### src/hdl/pltm_pkg.sv
// Shared types and constants for the piecewise-linear time map.
// Used by piecewise_linear_time_map and pltm_divider; no dependencies.
package pltm_pkg;

    localparam int MAX_POINTS_DEF = 16;
    localparam int CNT_W          = 5;                // point_count register
    localparam int IDX_W          = 4;                // point_index field
    localparam int SEC_W          = 17;               // seconds fields
    localparam int MS_W           = 29;               // millisecond fields
    localparam int KSEC_W         = 27;               // seconds * 1000
    localparam int DT_W           = MS_W + 1;         // signed time offset
    localparam int DS_W           = SEC_W + 1;        // signed second deltas
    localparam int PROD_W         = 48;               // offset * target delta
    localparam int DIV_W          = PROD_W;           // dividend magnitude
    localparam int QUO_W          = DIV_W + 1;        // signed quotient
    localparam int SUM_W          = QUO_W + 1;        // signed mapped sum
    localparam int DIV_BITS       = 2;                // quotient bits per cycle
    localparam int DIV_ITER       = DIV_W / DIV_BITS;
    localparam int DIV_CNT_W      = $clog2(DIV_ITER);
    localparam int MS_PER_S       = 1000;
    localparam int MAPPED_MAX     = 359999999;
    localparam int STATUS_W       = 2;

    typedef enum logic {
        REQ_WRITE = 1'b0,
        REQ_MAP   = 1'b1
    } req_t;

    typedef enum logic [STATUS_W-1:0] {
        STATUS_OK         = 2'd0,
        STATUS_LOW        = 2'd1,
        STATUS_HIGH       = 2'd2,
        STATUS_ZERO_WIDTH = 2'd3
    } status_t;

    typedef enum logic [2:0] {
        ST_IDLE,
        ST_FETCH0,
        ST_WALK,
        ST_SETUP,
        ST_START,
        ST_DIVIDE,
        ST_FIXUP,
        ST_FINISH
    } state_t;

endpackage

### src/hdl/pltm_divider.sv
// Unsigned restoring divider, DIV_BITS quotient bits per cycle.
// Depends on pltm_pkg for widths; divisor must be nonzero.
module pltm_divider
    import pltm_pkg::*;
(
    input  logic             aclk,
    input  logic             aresetn,
    input  logic             start,
    input  logic [DIV_W-1:0] dividend,
    input  logic [SEC_W-1:0] divisor,
    output logic             done,
    output logic [DIV_W-1:0] quotient,
    output logic             rem_nz
);

    logic [SEC_W:0]     rem_reg, rem_next;
    logic [DIV_W-1:0]   quo_reg, quo_next;
    logic [SEC_W-1:0]   div_reg;
    logic [DIV_CNT_W-1:0] cnt_reg;
    logic               busy_reg;
    logic               done_reg;

    always_comb begin
        logic [SEC_W:0]   r;
        logic [DIV_W-1:0] q;
        r = rem_reg;
        q = quo_reg;
        for (int k = 0; k < DIV_BITS; k++) begin
            r = {r[SEC_W-1:0], q[DIV_W-1]};
            q = {q[DIV_W-2:0], 1'b0};
            if (r >= {1'b0, div_reg}) begin
                r    = r - {1'b0, div_reg};
                q[0] = 1'b1;
            end
        end
        rem_next = r;
        quo_next = q;
    end

    always_ff @(posedge aclk) begin
        if (!aresetn) begin
            busy_reg <= 1'b0;
            done_reg <= 1'b0;
            cnt_reg  <= '0;
        end else begin
            done_reg <= 1'b0;
            if (start) begin
                busy_reg <= 1'b1;
                cnt_reg  <= '0;
            end else if (busy_reg) begin
                cnt_reg <= cnt_reg + 1'b1;
                if (cnt_reg == DIV_CNT_W'(DIV_ITER - 1)) begin
                    busy_reg <= 1'b0;
                    done_reg <= 1'b1;
                end
            end
        end
    end

    always_ff @(posedge aclk) begin
        if (start) begin
            rem_reg <= '0;
            quo_reg <= dividend;
            div_reg <= divisor;
        end else if (busy_reg) begin
            rem_reg <= rem_next;
            quo_reg <= quo_next;
        end
    end

    assign done     = done_reg;
    assign quotient = quo_reg;
    assign rem_nz   = (rem_reg != '0);

endmodule

### src/hdl/piecewise_linear_time_map.sv
// Piecewise-linear time map: breakpoint table in a synchronous memory,
// sequential segment search and floored interpolation. Uses pltm_pkg, pltm_divider.
//
//  channel | direction | words
//  s_*     | in        | breakpoint write or time stamp to map
//  m_*     | out       | mapped_ms and status, one word per map request
//  cfg_*   | in        | point_count, always ready
//
// A breakpoint write is stored on accept. A map request walks the table one entry
// per cycle through the memory read port, then runs the 2-bit-per-cycle divider;
// the chosen segment ends at index 1..count-1; a zero-width segment skips the divider.
// One item at a time; the output register lets the next word in while a result
// waits. Reset clears control only; the table reads as undefined until written.
module piecewise_linear_time_map
    import pltm_pkg::*;
#(
    parameter int MAX_POINTS = MAX_POINTS_DEF
) (
    input  logic             aclk,
    input  logic             aresetn,
    input  logic             s_valid,
    output logic             s_ready,
    input  logic             s_req_type,
    input  logic [IDX_W-1:0] s_point_index,
    input  logic [SEC_W-1:0] s_source_seconds,
    input  logic [SEC_W-1:0] s_target_seconds,
    input  logic [MS_W-1:0]  s_time_ms,
    output logic             m_valid,
    input  logic             m_ready,
    output logic [MS_W-1:0]  m_mapped_ms,
    output logic [STATUS_W-1:0] m_status,
    input  logic             cfg_valid,
    output logic             cfg_ready,
    input  logic [CNT_W-1:0] cfg_point_count
);

    localparam int IW    = $clog2(MAX_POINTS);
    localparam int ENT_W = 2 * SEC_W;

    state_t state_reg, state_next;

    logic [ENT_W-1:0] bp_mem [MAX_POINTS];
    logic [ENT_W-1:0] rd_data_reg;
    logic [IW-1:0]    rd_addr;
    logic             wr_en;

    logic [CNT_W-1:0] point_count_reg;
    logic [MS_W-1:0]  t_reg, t_next;
    logic [IW-1:0]    cnt_m1_reg, cnt_m1_next;
    logic [IW-1:0]    idx_reg, idx_next;
    logic [ENT_W-1:0] prev_reg, prev_next;
    logic [ENT_W-1:0] cur_reg, cur_next;
    logic signed [PROD_W-1:0] prod_reg, prod_next;
    logic [SEC_W-1:0] dxa_reg, dxa_next;
    logic             neg_reg, neg_next;
    logic             zw_reg, zw_next;
    logic [KSEC_W-1:0] y1k_reg, y1k_next;
    logic signed [QUO_W-1:0] q_reg, q_next;

    logic             m_valid_reg, m_valid_next;
    logic [MS_W-1:0]  mapped_reg, mapped_next;
    status_t          status_reg, status_next;

    logic             accept;
    logic             out_free;
    logic [KSEC_W-1:0] rd_src_k;
    logic [KSEC_W-1:0] x1k;
    logic signed [DT_W-1:0] dt;
    logic signed [DS_W-1:0] dx, dy;
    logic [DIV_W-1:0] div_dividend;
    logic             div_start, div_done, div_rem_nz;
    logic [DIV_W-1:0] div_quo;
    logic signed [SUM_W-1:0] sum;

    assign accept    = s_valid && s_ready;
    assign out_free  = !m_valid_reg || m_ready;
    assign cfg_ready = 1'b1;

    // breakpoint entry: {source, target}
    assign rd_src_k = KSEC_W'(rd_data_reg[ENT_W-1:SEC_W]) * KSEC_W'(MS_PER_S);
    assign x1k      = KSEC_W'(prev_reg[ENT_W-1:SEC_W]) * KSEC_W'(MS_PER_S);
    assign dt       = $signed({1'b0, t_reg}) - $signed({(DT_W-KSEC_W)'(0), x1k});
    assign dx       = $signed({1'b0, cur_reg[ENT_W-1:SEC_W]})
                    - $signed({1'b0, prev_reg[ENT_W-1:SEC_W]});
    assign dy       = $signed({1'b0, cur_reg[SEC_W-1:0]})
                    - $signed({1'b0, prev_reg[SEC_W-1:0]});
    assign div_dividend = prod_reg[PROD_W-1] ? DIV_W'(-prod_reg) : DIV_W'(prod_reg);
    assign sum      = SUM_W'($signed({1'b0, y1k_reg})) + SUM_W'(q_reg);

    assign wr_en = accept && (s_req_type == REQ_WRITE) && (32'(s_point_index) < MAX_POINTS);

    always_ff @(posedge aclk) begin
        if (wr_en) begin
            bp_mem[IW'(s_point_index)] <= {s_source_seconds, s_target_seconds};
        end
        rd_data_reg <= bp_mem[rd_addr];
    end

    pltm_divider u_div (
        .aclk     (aclk),
        .aresetn  (aresetn),
        .start    (div_start),
        .dividend (div_dividend),
        .divisor  (dxa_reg),
        .done     (div_done),
        .quotient (div_quo),
        .rem_nz   (div_rem_nz)
    );

    always_ff @(posedge aclk) begin
        if (!aresetn) begin
            state_reg       <= ST_IDLE;
            point_count_reg <= CNT_W'(2);
            m_valid_reg     <= 1'b0;
        end else begin
            state_reg   <= state_next;
            m_valid_reg <= m_valid_next;
            if (cfg_valid && cfg_ready) begin
                point_count_reg <= cfg_point_count;
            end
        end
    end

    always_ff @(posedge aclk) begin
        t_reg      <= t_next;
        cnt_m1_reg <= cnt_m1_next;
        idx_reg    <= idx_next;
        prev_reg   <= prev_next;
        cur_reg    <= cur_next;
        prod_reg   <= prod_next;
        dxa_reg    <= dxa_next;
        neg_reg    <= neg_next;
        zw_reg     <= zw_next;
        y1k_reg    <= y1k_next;
        q_reg      <= q_next;
        mapped_reg <= mapped_next;
        status_reg <= status_next;
    end

    always_comb begin
        int cnt_i;
        logic signed [QUO_W-1:0] qs;
        cnt_i        = int'(point_count_reg);
        qs           = $signed({1'b0, div_quo});
        state_next   = state_reg;
        t_next       = t_reg;
        cnt_m1_next  = cnt_m1_reg;
        idx_next     = idx_reg;
        prev_next    = prev_reg;
        cur_next     = cur_reg;
        prod_next    = prod_reg;
        dxa_next     = dxa_reg;
        neg_next     = neg_reg;
        zw_next      = zw_reg;
        y1k_next     = y1k_reg;
        q_next       = q_reg;
        mapped_next  = mapped_reg;
        status_next  = status_reg;
        m_valid_next = m_valid_reg && !m_ready;
        s_ready      = 1'b0;
        rd_addr      = '0;
        div_start    = 1'b0;

        if (cnt_i < 2) begin
            cnt_i = 2;
        end
        if (cnt_i > MAX_POINTS) begin
            cnt_i = MAX_POINTS;
        end

        case (state_reg)
            ST_IDLE: begin
                s_ready = 1'b1;
                if (s_valid && s_req_type == REQ_MAP) begin
                    t_next      = s_time_ms;
                    cnt_m1_next = IW'(cnt_i - 1);
                    idx_next    = IW'(1);
                    state_next  = ST_FETCH0;
                end
            end
            ST_FETCH0: begin
                // entry 0 arrives; request entry 1
                prev_next  = rd_data_reg;
                rd_addr    = idx_reg;
                state_next = ST_WALK;
            end
            ST_WALK: begin
                rd_addr = idx_reg + 1'b1;
                if (idx_reg == cnt_m1_reg || MS_W'(rd_src_k) >= t_reg) begin
                    cur_next   = rd_data_reg;
                    state_next = ST_SETUP;
                end else begin
                    prev_next = rd_data_reg;
                    idx_next  = idx_reg + 1'b1;
                end
            end
            ST_SETUP: begin
                prod_next = PROD_W'(dt) * PROD_W'(dy);
                dxa_next  = dx[DS_W-1] ? SEC_W'(-dx) : SEC_W'(dx);
                neg_next  = dt[DT_W-1] ^ dy[DS_W-1] ^ dx[DS_W-1];
                y1k_next  = KSEC_W'(prev_reg[SEC_W-1:0]) * KSEC_W'(MS_PER_S);
                zw_next   = (dx == '0);
                state_next = (dx == '0) ? ST_FINISH : ST_START;
            end
            ST_START: begin
                div_start  = 1'b1;
                state_next = ST_DIVIDE;
            end
            ST_DIVIDE: begin
                if (div_done) begin
                    state_next = ST_FIXUP;
                end
            end
            ST_FIXUP: begin
                // floor: round a negative inexact quotient down
                if (neg_reg && prod_reg != '0) begin
                    q_next = -qs - $signed(QUO_W'(div_rem_nz));
                end else begin
                    q_next = qs;
                end
                state_next = ST_FINISH;
            end
            ST_FINISH: begin
                if (out_free) begin
                    m_valid_next = 1'b1;
                    if (zw_reg) begin
                        mapped_next = '0;
                        status_next = STATUS_ZERO_WIDTH;
                    end else if (sum < 0) begin
                        mapped_next = '0;
                        status_next = STATUS_LOW;
                    end else if (sum > SUM_W'(MAPPED_MAX)) begin
                        mapped_next = MS_W'(MAPPED_MAX);
                        status_next = STATUS_HIGH;
                    end else begin
                        mapped_next = sum[MS_W-1:0];
                        status_next = STATUS_OK;
                    end
                    state_next = ST_IDLE;
                end
            end
            default: begin
                state_next = ST_IDLE;
            end
        endcase
    end

    assign m_valid     = m_valid_reg;
    assign m_mapped_ms = mapped_reg;
    assign m_status    = status_reg;

endmodule

### config.mk
export PLATFORM = sky130hd
export DESIGN_NAME = piecewise_linear_time_map
export DESIGN_NICKNAME = d
export VERILOG_FILES = /design/src/hdl/pltm_pkg.sv /design/src/hdl/pltm_divider.sv /design/src/hdl/piecewise_linear_time_map.sv
export SDC_FILE = /design/constraint.sdc
export NUM_CORES = 2
export LEC_CHECK = 0
export BUFFER_PORTS_ARGS = -buffer_cell sky130_fd_sc_hd__buf_4
export CAP_MARGIN = 20
export CELL_PAD_IN_SITES_DETAIL_PLACEMENT = 1
export CELL_PAD_IN_SITES_GLOBAL_PLACEMENT = 1
export CORE_MARGIN = 1.5
export CORE_UTILIZATION = 45
export DETAILED_ROUTE_END_ITERATION = 8
export HOLD_SLACK_MARGIN = 0.02
export PLACE_DENSITY_LB_ADDON = 0.1
export SETUP_SLACK_MARGIN = 0.05
export SYNTH_ARGS = -nofsm -noshare
export SYNTH_HDL_FRONTEND = slang
export SYNTH_SLANG_ARGS = --single-unit
### constraint.sdc
create_clock -name aclk -period 14.4 [get_ports aclk]
set_input_delay 0.72 -clock aclk [delete_from_list [all_inputs] [get_ports aclk]]
set_output_delay 0.72 -clock aclk [all_outputs]
set_load 0.03 [all_outputs]
==> flow_summary.yaml <==
status:
  outcome: "complete, no violations"
die:
  die_x_um: 403
  fp.dieH_um: 403
  fp-row-count: 146
  core_area_um2: 158000
  initial_core_util: 0.454
  die-area_um2: 162000
  pin_count: 112
grt:
  grt_pass1_vias: 51006
  overflow: 0
  antenna_found_initial: 15
  track_usage: 0.248
  grt_max_degree: 95
  grt_pass1_wl_um: 307000
route:
  ant_nets: 0
  wl_met2_um: 96900
  routed_via_density: 5.55
  drc: 0
  wire_per_inst_um: 23.4
  first_pass_iters: 5
  drt-met1-wl_um: 88100
  routed-wl-met3_um: 9080
  first_iter_violations: 2496
  finalWirelength_um: 199000
  route.vias.total: 47105
  highest_layer: "met5"
sta:
  maxSlewHeadroom: 0.265
  fin_crit_sh: 0.942
  clock_skew_ns: 0.0734
  slew_viol_final: 0
  rsz0062_at_grt: "false"
  clock.fmax_ghz: 0.0737
  min_period_ns: 13.56
  setup_tns_ns: 0
  hold_viol: 0
  setup_viol: 0
  worst_pin_slew_ns: 1.10
synth:
  avgSynthCellArea_um2: 11.6
  syn_inst: 6197
  ys_seq_area_frac: 0.389
  yosys_warnings: 0
  async_flop_share: 0
  ys_ff_latch: 953
  yosysTopAreaCell: "edfxtp_1"
  synth_top_area_frac: 0.370
  syn-cell-area_um2: 71800
  yosysUniqueCellTypes: 87
  synthFlopType: "edfxtp_1"
  netlist_top_cells_area: "edfxtp_1 (37%), fa_1 (20%), ha_1 (8.3%)"
  synth-edff-count: 885
  syn_nets: 7453
run:
  maxCapViolCount: 0
worst_hold_path:
  worstHoldPathType: "in2reg"
clock_tree:
  worstSkewPairLatency_ns: 0.80
  cts.clk_slew.worst_paths_ns: 0.06
  cts_buffers: 106
  htree_levels: 3
  post_cts_buffers: 0
  clock-sinks: 953
  cts_tree: "done"
  cts.path.max_buffers: 3
  cts_root_buffer: "clkbuf_16"
worst_setup_path:
  start_kind: "register"
  critPathMaxFanout: 11
  worstPathArrival_ns: 14.03
  critPathRequiredTime_ns: 14.87
  crit_path_frequent_cell: "fa_1"
  crit_path_top_delay_cell: "fa_1"
  r2r_setup_slack_ns: 0.84
  worstSetupPathType: "reg2reg"
  critPathCaptureType: "register"
  max_stage_delay_ns: 0.65
placed_design:
  portBuffers: 110
  gp_congestion: 0.875
  hpwl_um: 149000
  placed_cell_area_um2: 75600
  dp.cells: 8292
finish:
  nets: 7586
  fin_cells: 8494
  fin_area_um2: 79100
  largest_register_ffs: 544
  area_delta_synth_final_pct: 10.1
  drive_gt1_frac: 0.0985
-- placed cells by master (no fill, tap or decap), drive strengths merged, types with 180 or more instances in the layout --
cell type / instances
a21oi: 213
buf: 205
edfxtp: 885
fa: 701
ha: 477
inv: 870
nand2: 563
nor2: 373
o21ai: 243
xnor2: 180
-- worst max-delay path, delay by kind of cell, from the launching register on --
family	cells	cell delay [ns]
AO/OA/AOI/OAI	17	4.62
XOR/XNOR	4	0.59
adder cells (fa/ha/maj)	13	5.70
buffers and inverters	7	0.58
flip-flops	1	0.53
AND/OR/NAND/NOR	6	1.25
-- worst paths after layout --
| kind | startpoint | to | depth (start not counted) |
|---|---|---|---|
| max | prev_reg[17]$_DFFE_PP_ | prod_reg[46]$_DFFE_PN_ | 47 |
| min | s_time_ms[1] | t_reg[1]$_DFFE_PP_ | 1 |
| max reg2reg | prev_reg[17]$_DFFE_PP_ | prod_reg[46]$_DFFE_PN_ | 47 |
| min reg2reg | rd_data_reg[7]$_DFF_P_ | prev_reg[7]$_DFFE_PP_ | 0 |
-- what timing repair did --
action	4_1_cts	5_1_grt
resized for setup	0	1
setup endpoints to repair	0	2
hold buffers	0	0
-- metrics by stage --
step                utilization  hold WS, ns  setup WS, ns
finish                    0.499        0.136         0.841
global route              0.499       0.0835        0.0754
CTS                       0.499       0.0744         0.668
detailed placement        0.477        0.407         0.670
global placement          0.477        0.402         0.992
floorplan                     -        0.400          2.10
-- layout make-up --
type | count | area [µm²]
Tap cell | 2072 | 2590
Antenna cell | 5 | 12.5
Clock inverter | 54 | 614
Fill cell | 16560 | 79300
Clock buffer | 141 | 2840
Sequential cell | 953 | 27900
Multi-Input combinational cell | 4193 | 40300
Inverter | 871 | 3270
Timing Repair Buffer | 205 | 1560
-- layer usage --
layer  up-vias  GRT usage
met4        14     0.0571
met5         -          0
met1     24396      0.334
met2       884      0.425
li1      21567          -
met3       244     0.0368
-- synthesized netlist by cell type, types with 33 or more instances --
cell	number
a21o_1	106
nor2b_1	43
a211oi_1	63
nand3_1	60
mux4_2	136
nand2_1	563
nand2b_1	91
nor3_1	78
a21oi_1	213
inv_1	867
or3_1	40
o21a_1	53
fa_1	701
clkbuf_1	153
o21ai_0	238
and2_1	127
a31oi_1	66
ha_1	477
dfxtp_1	68
edfxtp_1	885
xnor2_1	180
and3_1	33
nor2_1	373
xor2_1	144
-- cells by family after synthesis --
logic type	after synthesis	share of synthesized area
buffers and inverters	1051	0.0554
muxes	187	0.0502
adders and majority gates	1178	0.278
xor gates and xnor gates	324	0.0395
AOI/OAI and AO/OA	963	0.0868
DFF	953	0.389
and+or+nand+nor	1540	0.101
other	1	0.0000522
Power is not shown: default switching activity piles up to over one toggle a cycle in this logic, so the estimate is an artifact.
